===== src/fcwd_pkg.sv =====
// shared types and constants of the front coded word decoder
package fcwd_pkg;

   localparam int unsigned LETTER_SLOTS = 8;
   localparam int unsigned POS_W        = 3;
   localparam int unsigned DECODE_STEPS = 2;
   localparam int unsigned ESC_DEPTH    = 16;
   localparam logic [4:0]  ESC_CODE     = 5'd31;
   localparam logic [3:0]  CODE_BITS    = 4'd5;

   typedef enum logic [1:0] {
      ACT_RECORD,
      ACT_NEW_BLOCK,
      ACT_LOAD_DIRECT,
      ACT_LOAD_ESCAPE
   } action_type;

   typedef enum logic [2:0] {
      KIND_RECORD,
      KIND_NEW_BLOCK,
      KIND_LOAD_DIRECT,
      KIND_LOAD_ESCAPE,
      KIND_NOP
   } kind_type;

   typedef enum logic [1:0] {
      SRC_ZERO,
      SRC_DIRECT,
      SRC_ESCAPE
   } src_type;

   typedef struct packed {
      kind_type   kind;
      logic [4:0] table_index;
      logic [7:0] byte_value;
   } front_item_type;

   typedef struct packed {
      logic             write;
      logic [POS_W-1:0] pos;
      src_type          src;
      logic [4:0]       direct_addr;
      logic [3:0]       escape_addr;
   } slot_type;

   typedef struct packed {
      logic                         clear_letters;
      slot_type [DECODE_STEPS-1:0]  slot;
      logic                         emit;
      logic [4:0]                   total;
      logic [3:0]                   entry;
   } cmd_type;

   typedef struct packed {
      logic [LETTER_SLOTS*8-1:0] text;
      logic [3:0]                length;
      logic [3:0]                entry;
      logic                      too_long;
   } result_type;

endpackage


===== src/fcwd_front.sv =====
// front end: accepts items, classifies them and queues them for the decoder
module fcwd_front import fcwd_pkg::*; #(
   parameter int unsigned DIRECT_ENTRIES = 32
) (
   input  logic           clock,
   input  logic           reset,
   input  logic           push,
   output logic           full,
   input  logic [1:0]     action,
   input  logic [4:0]     table_index,
   input  logic [7:0]     byte_value,
   input  logic           pop_head,
   output logic           head_valid,
   output front_item_type head_item
);

   localparam int unsigned FQ_DEPTH = 2;
   localparam int unsigned FQ_PW    = $clog2(FQ_DEPTH);

   front_item_type fq_ff [FQ_DEPTH];
   logic [FQ_PW-1:0] wr_ptr_ff, wr_ptr_in;
   logic [FQ_PW-1:0] rd_ptr_ff, rd_ptr_in;
   logic [FQ_PW:0]   count_ff, count_in;
   logic             accept;
   front_item_type   item;

   always_comb begin
      item.table_index = table_index;
      item.byte_value  = byte_value;
      unique case (action_type'(action))
         ACT_RECORD:      item.kind = KIND_RECORD;
         ACT_NEW_BLOCK:   item.kind = KIND_NEW_BLOCK;
         ACT_LOAD_DIRECT: item.kind = (6'(table_index) < 6'(DIRECT_ENTRIES)) ?
                                      KIND_LOAD_DIRECT : KIND_NOP;
         ACT_LOAD_ESCAPE: item.kind = (6'(table_index) < 6'(ESC_DEPTH)) ?
                                      KIND_LOAD_ESCAPE : KIND_NOP;
         default:         item.kind = KIND_NOP;
      endcase
   end

   assign full       = count_ff == (FQ_PW+1)'(FQ_DEPTH);
   assign accept     = push && !full;
   assign head_valid = count_ff != '0;
   assign head_item  = fq_ff[rd_ptr_ff];

   always_comb begin
      wr_ptr_in = accept   ? wr_ptr_ff + 1'b1 : wr_ptr_ff;
      rd_ptr_in = pop_head ? rd_ptr_ff + 1'b1 : rd_ptr_ff;
      count_in  = count_ff;
      if (accept && !pop_head) begin
         count_in = count_ff + 1'b1;
      end else if (!accept && pop_head) begin
         count_in = count_ff - 1'b1;
      end
   end

   always_ff @(posedge clock) begin
      if (reset) begin
         wr_ptr_ff <= '0;
         rd_ptr_ff <= '0;
         count_ff  <= '0;
      end else begin
         wr_ptr_ff <= wr_ptr_in;
         rd_ptr_ff <= rd_ptr_in;
         count_ff  <= count_in;
      end
   end

   always_ff @(posedge clock) begin
      if (accept) begin
         fq_ff[wr_ptr_ff] <= item;
      end
   end

endmodule


===== src/fcwd_parse.sv =====
// bit parser: headers, code extraction and symbol table reads
module fcwd_parse import fcwd_pkg::*; #(
   parameter int unsigned MAX_LETTERS    = 8,
   parameter int unsigned ESCAPE_BITS    = 4,
   parameter int unsigned DIRECT_ENTRIES = 32,
   parameter int unsigned BLOCK_ENTRIES  = 16
) (
   input  logic           clock,
   input  logic           reset,
   input  logic           head_valid,
   input  front_item_type head_item,
   input  logic           advance,
   output logic           pop_head,
   output logic           cmd_valid,
   output cmd_type        cmd,
   output logic [7:0]     direct_letter [DECODE_STEPS],
   output logic [7:0]     escape_letter [DECODE_STEPS]
);

   localparam int unsigned DW       = $clog2(DIRECT_ENTRIES);
   localparam logic [3:0]  ESC_W    = 4'(ESCAPE_BITS);
   localparam logic        ESC_ON   = ESCAPE_BITS > 0;
   localparam logic [11:0] ESC_MASK = 12'((1 << ESCAPE_BITS) - 1);
   localparam logic [11:0] CODE_MASK = 12'h01f;

   logic [7:0] direct_mem [DIRECT_ENTRIES];
   logic [7:0] escape_mem [ESC_DEPTH];

   logic [11:0] store_ff, store_in;
   logic [3:0]  held_ff, held_in;
   logic        expect_ff, expect_in;
   logic        escape_ff, escape_in;
   logic [4:0]  wpos_ff, wpos_in;
   logic [3:0]  remain_ff, remain_in;
   logic [3:0]  entry_ff, entry_in;
   logic        cmd_valid_ff, cmd_valid_in;
   cmd_type     cmd_ff, cmd_in;
   logic [7:0]  direct_letter_ff [DECODE_STEPS];
   logic [7:0]  escape_letter_ff [DECODE_STEPS];

   logic        consume;
   logic        is_record;
   logic        process;
   logic        put;
   logic [3:0]  shift;
   logic [11:0] field;

   always_comb begin
      consume   = head_valid && advance;
      is_record = head_item.kind == KIND_RECORD || head_item.kind == KIND_NEW_BLOCK;
      store_in  = store_ff;
      held_in   = held_ff;
      expect_in = expect_ff;
      escape_in = escape_ff;
      wpos_in   = wpos_ff;
      remain_in = remain_ff;
      entry_in  = entry_ff;
      cmd_in    = '0;
      process   = 1'b0;
      put       = 1'b0;
      shift     = '0;
      field     = '0;

      if (head_item.kind == KIND_NEW_BLOCK) begin
         store_in  = '0;
         held_in   = '0;
         expect_in = 1'b1;
         escape_in = 1'b0;
         wpos_in   = '0;
         remain_in = '0;
         entry_in  = '0;
         cmd_in.clear_letters = 1'b1;
      end

      if (expect_in) begin
         wpos_in   = {1'b0, head_item.byte_value[7:4]};
         remain_in = head_item.byte_value[3:0];
         store_in  = '0;
         held_in   = '0;
         escape_in = 1'b0;
         if (remain_in != 4'd0) begin
            expect_in = 1'b0;
         end
      end else begin
         store_in = {store_in[3:0], head_item.byte_value};
         held_in  = held_in + 4'd8;
         process  = 1'b1;
      end

      // each pass resolves one letter; one byte plus the leftover bits holds at most two
      for (int k = 0; k < DECODE_STEPS; k++) begin
         put = 1'b0;
         if (process && remain_in != 4'd0) begin
            if (!escape_in && held_in >= CODE_BITS) begin
               shift    = held_in - CODE_BITS;
               field    = (store_in >> shift) & CODE_MASK;
               store_in = store_in & ((12'd1 << shift) - 12'd1);
               held_in  = shift;
               if (field[4:0] == ESC_CODE && ESC_ON) begin
                  escape_in = 1'b1;
               end else begin
                  cmd_in.slot[k].src = (field < 12'(DIRECT_ENTRIES)) ? SRC_DIRECT : SRC_ZERO;
                  cmd_in.slot[k].direct_addr = field[4:0];
                  put = 1'b1;
               end
            end
            if (escape_in && held_in >= ESC_W) begin
               shift     = held_in - ESC_W;
               field     = (store_in >> shift) & ESC_MASK;
               store_in  = store_in & ((12'd1 << shift) - 12'd1);
               held_in   = shift;
               escape_in = 1'b0;
               cmd_in.slot[k].src = (field < 12'(ESC_DEPTH)) ? SRC_ESCAPE : SRC_ZERO;
               cmd_in.slot[k].escape_addr = field[3:0];
               put = 1'b1;
            end
            if (put) begin
               cmd_in.slot[k].write = wpos_in < 5'(MAX_LETTERS);
               cmd_in.slot[k].pos   = wpos_in[POS_W-1:0];
               wpos_in   = wpos_in + 5'd1;
               remain_in = remain_in - 4'd1;
            end
         end
      end

      if (remain_in == 4'd0) begin
         cmd_in.emit  = 1'b1;
         cmd_in.total = wpos_in;
         cmd_in.entry = entry_in;
         entry_in  = (entry_in == 4'(BLOCK_ENTRIES - 1)) ? 4'd0 : entry_in + 4'd1;
         expect_in = 1'b1;
         escape_in = 1'b0;
         store_in  = '0;
         held_in   = '0;
      end

      cmd_valid_in = consume && is_record;
   end

   always_ff @(posedge clock) begin
      if (reset) begin
         store_ff     <= '0;
         held_ff      <= '0;
         expect_ff    <= 1'b1;
         escape_ff    <= 1'b0;
         wpos_ff      <= '0;
         remain_ff    <= '0;
         entry_ff     <= '0;
         cmd_valid_ff <= 1'b0;
      end else begin
         if (consume && is_record) begin
            store_ff  <= store_in;
            held_ff   <= held_in;
            expect_ff <= expect_in;
            escape_ff <= escape_in;
            wpos_ff   <= wpos_in;
            remain_ff <= remain_in;
            entry_ff  <= entry_in;
         end
         if (advance) begin
            cmd_valid_ff <= cmd_valid_in;
         end
      end
   end

   always_ff @(posedge clock) begin
      if (advance) begin
         cmd_ff <= cmd_in;
         for (int k = 0; k < DECODE_STEPS; k++) begin
            direct_letter_ff[k] <= direct_mem[cmd_in.slot[k].direct_addr[DW-1:0]];
            escape_letter_ff[k] <= escape_mem[cmd_in.slot[k].escape_addr];
         end
      end
      if (consume && head_item.kind == KIND_LOAD_DIRECT) begin
         direct_mem[head_item.table_index[DW-1:0]] <= head_item.byte_value;
      end
      if (consume && head_item.kind == KIND_LOAD_ESCAPE) begin
         escape_mem[head_item.table_index[3:0]] <= head_item.byte_value;
      end
   end

   assign pop_head      = consume;
   assign cmd_valid     = cmd_valid_ff;
   assign cmd           = cmd_ff;
   assign direct_letter = direct_letter_ff;
   assign escape_letter = escape_letter_ff;

endmodule


===== src/fcwd_assemble.sv =====
// back end: letter buffer, word packing and result queue
module fcwd_assemble import fcwd_pkg::*; #(
   parameter int unsigned MAX_LETTERS = 8
) (
   input  logic       clock,
   input  logic       reset,
   input  logic       cmd_valid,
   input  cmd_type    cmd,
   input  logic [7:0] direct_letter [DECODE_STEPS],
   input  logic [7:0] escape_letter [DECODE_STEPS],
   output logic       advance,
   output logic       empty,
   input  logic       pop,
   output result_type result
);

   localparam int unsigned OQ_DEPTH = 2;
   localparam int unsigned OQ_PW    = $clog2(OQ_DEPTH);

   logic [7:0]  letters_ff [LETTER_SLOTS];
   logic [7:0]  letters_in [LETTER_SLOTS];
   result_type  oq_ff [OQ_DEPTH];
   logic [OQ_PW-1:0] wr_ptr_ff, wr_ptr_in;
   logic [OQ_PW-1:0] rd_ptr_ff, rd_ptr_in;
   logic [OQ_PW:0]   count_ff, count_in;

   logic        out_full;
   logic        out_push;
   logic        out_pop;
   logic [7:0]  letter;
   logic [3:0]  length;
   result_type  result_in;

   always_comb begin
      out_full = count_ff == (OQ_PW+1)'(OQ_DEPTH);
      advance  = !(cmd_valid && cmd.emit && out_full);
      out_push = cmd_valid && cmd.emit && advance;
      out_pop  = pop && !empty;
      letter   = '0;

      letters_in = letters_ff;
      if (cmd.clear_letters) begin
         for (int i = 0; i < LETTER_SLOTS; i++) begin
            letters_in[i] = '0;
         end
      end
      for (int k = 0; k < DECODE_STEPS; k++) begin
         case (cmd.slot[k].src)
            SRC_DIRECT: letter = direct_letter[k];
            SRC_ESCAPE: letter = escape_letter[k];
            default:    letter = '0;
         endcase
         if (cmd.slot[k].write) begin
            letters_in[cmd.slot[k].pos] = letter;
         end
      end

      length = (cmd.total > 5'(MAX_LETTERS)) ? 4'(MAX_LETTERS) : cmd.total[3:0];
      if (cmd.emit) begin
         for (int i = 0; i < LETTER_SLOTS; i++) begin
            if (4'(i) >= length) begin
               letters_in[i] = '0;
            end
         end
      end

      for (int i = 0; i < LETTER_SLOTS; i++) begin
         result_in.text[8*i +: 8] = letters_in[i];
      end
      result_in.length   = length;
      result_in.entry    = cmd.entry;
      result_in.too_long = cmd.total > 5'(MAX_LETTERS);

      wr_ptr_in = out_push ? wr_ptr_ff + 1'b1 : wr_ptr_ff;
      rd_ptr_in = out_pop  ? rd_ptr_ff + 1'b1 : rd_ptr_ff;
      count_in  = count_ff;
      if (out_push && !out_pop) begin
         count_in = count_ff + 1'b1;
      end else if (!out_push && out_pop) begin
         count_in = count_ff - 1'b1;
      end
   end

   always_ff @(posedge clock) begin
      if (reset) begin
         for (int i = 0; i < LETTER_SLOTS; i++) begin
            letters_ff[i] <= '0;
         end
         wr_ptr_ff <= '0;
         rd_ptr_ff <= '0;
         count_ff  <= '0;
      end else begin
         if (cmd_valid && advance) begin
            letters_ff <= letters_in;
         end
         wr_ptr_ff <= wr_ptr_in;
         rd_ptr_ff <= rd_ptr_in;
         count_ff  <= count_in;
      end
   end

   always_ff @(posedge clock) begin
      if (out_push) begin
         oq_ff[wr_ptr_ff] <= result_in;
      end
   end

   assign empty  = count_ff == '0;
   assign result = oq_ff[rd_ptr_ff];

endmodule


===== src/front_coded_word_decoder.sv =====
// top level of the front coded word decoder
//
// channel   direction  handshake           transaction
// req_*     in         push / full         record byte, new block byte or table load
// rsp_*     out        empty / pop         one decoded word with position and flags
//
// one item per cycle unless stalled; a result is registered in the parser, then in the result queue
// a record byte resolves up to two letters in the parser; symbol reads are registered
// reset clears decoder state; symbol tables hold garbage until loaded
// a full result queue stalls the parser, and the input queue then fills and raises full
module front_coded_word_decoder import fcwd_pkg::*; #(
   parameter int unsigned MAX_LETTERS    = 8,
   parameter int unsigned ESCAPE_BITS    = 4,
   parameter int unsigned DIRECT_ENTRIES = 32,
   parameter int unsigned BLOCK_ENTRIES  = 16
) (
   input  logic        clock,
   input  logic        reset,
   input  logic        push,
   output logic        full,
   input  logic [1:0]  req_action,
   input  logic [4:0]  req_table_index,
   input  logic [7:0]  req_byte_value,
   output logic        empty,
   input  logic        pop,
   output logic [63:0] rsp_word_text,
   output logic [3:0]  rsp_word_length,
   output logic [3:0]  rsp_entry_in_block,
   output logic        rsp_too_long
);

   logic           head_valid;
   front_item_type head_item;
   logic           pop_head;
   logic           advance;
   logic           cmd_valid;
   cmd_type        cmd;
   logic [7:0]     direct_letter [DECODE_STEPS];
   logic [7:0]     escape_letter [DECODE_STEPS];
   result_type     result;

   fcwd_front #(
      .DIRECT_ENTRIES (DIRECT_ENTRIES)
   ) u_front (
      .clock       (clock),
      .reset       (reset),
      .push        (push),
      .full        (full),
      .action      (req_action),
      .table_index (req_table_index),
      .byte_value  (req_byte_value),
      .pop_head    (pop_head),
      .head_valid  (head_valid),
      .head_item   (head_item)
   );

   fcwd_parse #(
      .MAX_LETTERS    (MAX_LETTERS),
      .ESCAPE_BITS    (ESCAPE_BITS),
      .DIRECT_ENTRIES (DIRECT_ENTRIES),
      .BLOCK_ENTRIES  (BLOCK_ENTRIES)
   ) u_parse (
      .clock         (clock),
      .reset         (reset),
      .head_valid    (head_valid),
      .head_item     (head_item),
      .advance       (advance),
      .pop_head      (pop_head),
      .cmd_valid     (cmd_valid),
      .cmd           (cmd),
      .direct_letter (direct_letter),
      .escape_letter (escape_letter)
   );

   fcwd_assemble #(
      .MAX_LETTERS (MAX_LETTERS)
   ) u_assemble (
      .clock         (clock),
      .reset         (reset),
      .cmd_valid     (cmd_valid),
      .cmd           (cmd),
      .direct_letter (direct_letter),
      .escape_letter (escape_letter),
      .advance       (advance),
      .empty         (empty),
      .pop           (pop),
      .result        (result)
   );

   assign rsp_word_text      = result.text;
   assign rsp_word_length    = result.length;
   assign rsp_entry_in_block = result.entry;
   assign rsp_too_long       = result.too_long;

   a_length_bound: assert property (@(posedge clock) disable iff (reset)
      !empty |-> rsp_word_length <= 4'(MAX_LETTERS))
      else $error("word length above letter capacity");

   a_too_long_saturates: assert property (@(posedge clock) disable iff (reset)
      !empty && rsp_too_long |-> rsp_word_length == 4'(MAX_LETTERS))
      else $error("too long word without saturated length");

   a_stall_holds_cmd: assert property (@(posedge clock) disable iff (reset)
      cmd_valid && cmd.emit && !advance |=> cmd_valid && $stable(cmd))
      else $error("stalled word command changed");

   a_pop_needs_head: assert property (@(posedge clock) disable iff (reset)
      pop_head |-> head_valid)
      else $error("parser took an item from an empty front queue");

endmodule

===== config.mk =====
export PLATFORM = sky130hd
export DESIGN_NAME = front_coded_word_decoder
export DESIGN_NICKNAME = d
export VERILOG_FILES = /design/src/fcwd_pkg.sv /design/src/fcwd_front.sv /design/src/fcwd_parse.sv /design/src/fcwd_assemble.sv /design/src/front_coded_word_decoder.sv
export SDC_FILE = /design/constraint.sdc
export NUM_CORES = 2
export LEC_CHECK = 0
export ABC_AREA = 1
export BUFFER_PORTS_ARGS = -buffer_cell sky130_fd_sc_hd__buf_2
export CAP_MARGIN = 5
export CORE_MARGIN = 8
export CORE_UTILIZATION = 40
export DETAILED_ROUTE_END_ITERATION = 10
export PLACE_DENSITY = 0.63
export SLEW_MARGIN = 20
export SYNTH_ARGS = -nofsm -noshare
export SYNTH_HDL_FRONTEND = slang
export SYNTH_HIERARCHICAL = 1
export SYNTH_SLANG_ARGS = --single-unit

===== constraint.sdc =====
create_clock -name clock -period 8.4 [get_ports clock]
set_input_delay 0.42 -clock clock [delete_from_list [all_inputs] [get_ports clock]]
set_output_delay 0.42 -clock clock [all_outputs]
set_load 0.01 [all_outputs]

After elaboration in Yosys (flattened, before gate mapping)
Memory sizes are Yosys's and may differ from the RTL's. A register that Yosys moved wholly into a read port is not among the register bits.
Index checks and enable logic that the tools add are counted.

storage, ports and cells
  bits in registers = 119
  RAM bits = 562
  bits of input ports = 19
  output and inout bits = 75
  word-level logic and storage cells = 277
  memories kept = 4

memory list
  name                depth  bits a word  rd ports  clocked after Yosys merged registers in  write ports  line                 RTL
  u_parse.direct_mem  32     8            2         2                                        1            fcwd_parse.sv:26     logic [7:0] direct_mem [DIRECT_ENTRIES];
  u_assemble.oq_ff    2      73           1         1                                        1            fcwd_assemble.sv:22  result_type oq_ff [OQ_DEPTH];
  u_parse.escape_mem  16     8            2         2                                        1            fcwd_parse.sv:27     logic [7:0] escape_mem [ESC_DEPTH];
  u_front.fq_ff       2      16           1         1                                        1            fcwd_front.sv:20     front_item_type fq_ff [FQ_DEPTH];

operators by class
  add/subtract/negate cells = 22
  magnitude comparators = 24
  eq/ne operators = 15
  shift operators = 8
  multiplexer cells = 118
  bitwise gates (word level) = 6
  reduce and logical (&&, ||, !) cells = 48

operators with widths
  cell                   count
  $mux 64                4
  $bwmux 64              2
  $mux 4                 27
  $mux 12                7
  $mux 8                 10
  $demux 8 s3            2
  $mux 1                 41
  $and 12x12->12         3
  $shl 1x4->12 const A   3
  $sub 12x1->12 const B  3
  $pmux 8 s2             2
  $mux 5                 6
  $mux 7                 4
  $shr 12x4->4           2
  $shr 12x4->5           2
  $logic_and 1x1->1      22
  $mux 9                 2
  $ge 3x4->1 const A     4
  $ge 4x3->1 const B     4
  $mux 2                 8
  $sub 4x3->4 const B    4
  $logic_not 1->1        13
  $eq 2x2->1 const B     6
  $lt 5x6->1 const B     2
  33 further kinds       58

Logic depth before layout (Yosys ltp)
  depth in word-level cells = 26
  gate-level depth with buffers = 51
  gate-level depth less buffers = 46

Hierarchy
The synthesis kept the hierarchy.

modules (own cells, without submodules)
  module         instances  cells an instance  area an instance (sq um)
  fcwd_parse     1          3,045              26,705.6
  fcwd_assemble  1          1,045              9,995.8
  fcwd_front     1          90                 1,472.7

Worst setup path before layout
Ideal clock, no wire load.

  kind = reg2reg
  start point = register with a tool-made name
  end point = register u_parse.escape_letter_ff (netlist bit u_parse/escape_letter[2]) (read register of u_parse.escape_mem) (data pin)
  arrival = 5.522 ns
  setup slack = 2.625 ns
  stages on the path, launching flop included = 48
  buffers on the path = 7
  clock period less this slack = 5.775 ns
  cells stage by stage = dfxtp_1 -> buf_6 -> mux2_2 -> nor2_2 -> nand2_4 -> nand2_4 -> clkbuf_1 -> nand2_1 -> o21ai_0 -> ha_1 -> inv_1 -> nor2_1 -> inv_1 -> nor2_2 -> nor2_1 -> o21ai_1 -> buf_2 -> buf_2 -> (+12 left out) -> nand2_1 -> nand2_1 -> inv_2 -> nand2_1 -> nand3_1 -> nand2_1 -> nand2_1 -> nand2_1 -> nand2_1 -> nand3_1 -> buf_4 -> buf_4 -> nand2_1 -> nand3_1 -> nand3_1 -> nand2_1 -> nand2_1 -> nand2_1

RTL lines
  what           line              RTL
  end, declared  fcwd_parse.sv:39  logic [7:0] escape_letter_ff [DECODE_STEPS];

==> metrics.yaml <==
cellPowerDensity_mw_per_mm2: 246
skew_ps: 31.9
io_buffers: 93
clkPwrFrac_pct: 33.7
worst_slew_pin_slew_ps: 1160
hold_violations: 0
maxSlewViolCount: 0
endpoint: "u_parse/direct_letter[7]"
io_pins: 94
htreeDepth: 3
seq_power_share_pct: 42.4
gp_congestion: 0.922
grt-ovfl-total: 0
cts_sinks: 715
status: "complete, no violations"
relSlewSlack_pct: 22.3
syn_area_mm2: 0.0376
cts_buffer_depth: 3
fp.dieH_um: 323
finalSetupViolCount: 0
drt_pass1_iterations: 6
cp-start-kind: "register"
die_x_um: 323
layout_setup_ws_ps: 482
crit_type: "reg2reg"
crit_fanout: 49
syn_to_final_growth_pct: 11.1
netSwitchingFraction_pct: 33.0
cp_common_cell: "nand2_1"
required_ps: 8780
rows: 112
vias: 31000
wl_per_cell_um: 21.1
drc_errors: 0
grt_max_degree: 185
yosys_warnings: 6
initial_utilization_pct: 40.3
clock_latency_ps: 650
fillCellCount: 9040
dp_hpwl_um: 75400
coreArea_mm2: 0.0933
p_int_mw: 6.89
grt_pass1_wl_um: 174000
avgSynthCellArea_um2: 9.04
clk_pin_slew_ps: 60
fin_nets: 4206
timing.final.crit_share_pct: 94.3
antenna_found_initial: 4
power_switching_mw: 3.40
mostFrequentLayoutCells: "nand2_1, edfxtp_1, o21ai_0"
vdd_drop_max_mv: 0.162
final.setup.tns_ps: 0
rr_worst_depth: 35
root_buffer: "clkbuf_16"
min_path_type: "in2reg"
rsz0062_at_grt: "false"
cts_setup_buffers: 0
drive_gt1_share_pct: 11.6
antenna_left: 0
slowest_delay_ps: 580
cp_slowest_cell: "buf_4"
rr_endpoint: "u_parse/direct_letter[7]"
endpoint_kind: "register"
place_ws_ps: 522
power_leakage_nw: 16.0
routed_wl_um: 115000
cts_tree: "done"
dieArea_mm2: 0.104
layout_commonest_cell: "nand2_1"
critPathArrivalTime_ps: 8300
drt_iter0_drc: 3583
syn-num-nets: 4206
p_comb_share_pct: 24.0
fmax_ghz: 0.126
netlist_instances: 4161
regToRegSetupSlack_ps: 480
avgViaCountPerCell: 5.65
grt_pass1_vias: 29000
maxCapViolCount: 0
min_period_ps: 7920
track_usage_pct: 21.4
cts_buffers: 78
-- sequential cells by signal, indices dropped and copies added (netlist names), 5 cells and up, named ones only --
signal,flops
u_parse/direct_mem,256
u_assemble/oq_ff,146
u_parse/escape_mem,128
u_assemble/letters_ff,64
u_front/fq_ff,32
u_parse/cmd,23
u_parse/direct_letter,16
u_parse/escape_letter,16
u_parse/wpos_ff,5
-- worst max-delay path: cells and delay by family (launching register included) --
family	cells	cell delay, ps
AO/OA/AOI/OAI	5	1150
adder cells (fa/ha/maj)	3	840
buffers and inverters	6	1520
flip-flops	1	550
multiplexers	1	410
AND/OR/NAND/NOR	20	3100
-- how the worst min path moves through the flow --
| stage | startpoint | cells after the start | to | slack [ps] |
|---|---|---|---|---|
| after floorplan | u_parse/cmd[0] | 0 | u_assemble/oq_ff[0][1] | 420 |
| after detailed placement | u_parse/cmd[0] | 0 | u_assemble/oq_ff[0][1] | 430 |
| after CTS | req_action[1] | 2 | u_front/fq_ff[0][13] | 110 |
| after global placement | u_parse/cmd[1] | 0 | u_assemble/oq_ff[0][2] | 420 |
| after global routing | req_action[1] | 2 | u_front/fq_ff[1][13] | 140 |
| final | req_action[1] | 2 | u_front/fq_ff[0][13] | 150 |
-- power groups by stage --
stage	sequential, mW	combinational (mW)	clock [mW]
2_1_floorplan	4.36	1.73	0
3_3_place_gp	4.43	2.41	0
3_5_place_dp	4.43	2.43	0
4_1_cts	4.36	2.44	3.54
5_1_grt	4.38	2.71	3.66
6_report	4.36	2.47	3.46
-- layer usage --
metal | wire length (um) | up-vias | GRT usage [%]
li1 | - | 14600 | -
met1 | 47600 | 14700 | 28.4
met2 | 54000 | 1404 | 34.8
met3 | 9060 | 269 | 3.13
met4 | 4710 | 4 | 9.00
met5 | 27 | - | 0
-- timing repair --
action	CTS	global route
resized for setup	0	4
hold buffers	13	0
hold endpoints to repair	25	0
setup endpoints to repair	0	8
-- stage by stage --
| step | power (mW) | instance area [um^2] | hold slack, ps | instances | utilization [%] |
|---|---|---|---|---|---|
| final | 10.3 | 41800 | 147 | 5479 | 44.8 |
| after global routing | 10.7 | 41800 | 135 | 5478 | 44.8 |
| after CTS | 10.3 | 41800 | 113 | 5477 | 44.8 |
| after detailed placement | 6.85 | 39100 | 430 | 5321 | 41.9 |
| after global placement | 6.84 | 39100 | 422 | 5321 | 41.9 |
| after floorplan | 6.09 | 37600 | 421 | 4161 | - |
-- area by class of cell --
type                       count  area [um^2]  area share (%)
clock buffer                  95         2100            5.02
tap                         1254         1570            3.75
antenna                        1         2.50         0.00598
timing repair buffer         157         1040            2.49
sequential                   715        20500            49.0
inverter                     369         1390            3.33
multi-input combinational   2840        14700            35.2
clock inverter                48          494            1.18
No activity file was read; power rests on OpenSTA's default activity.
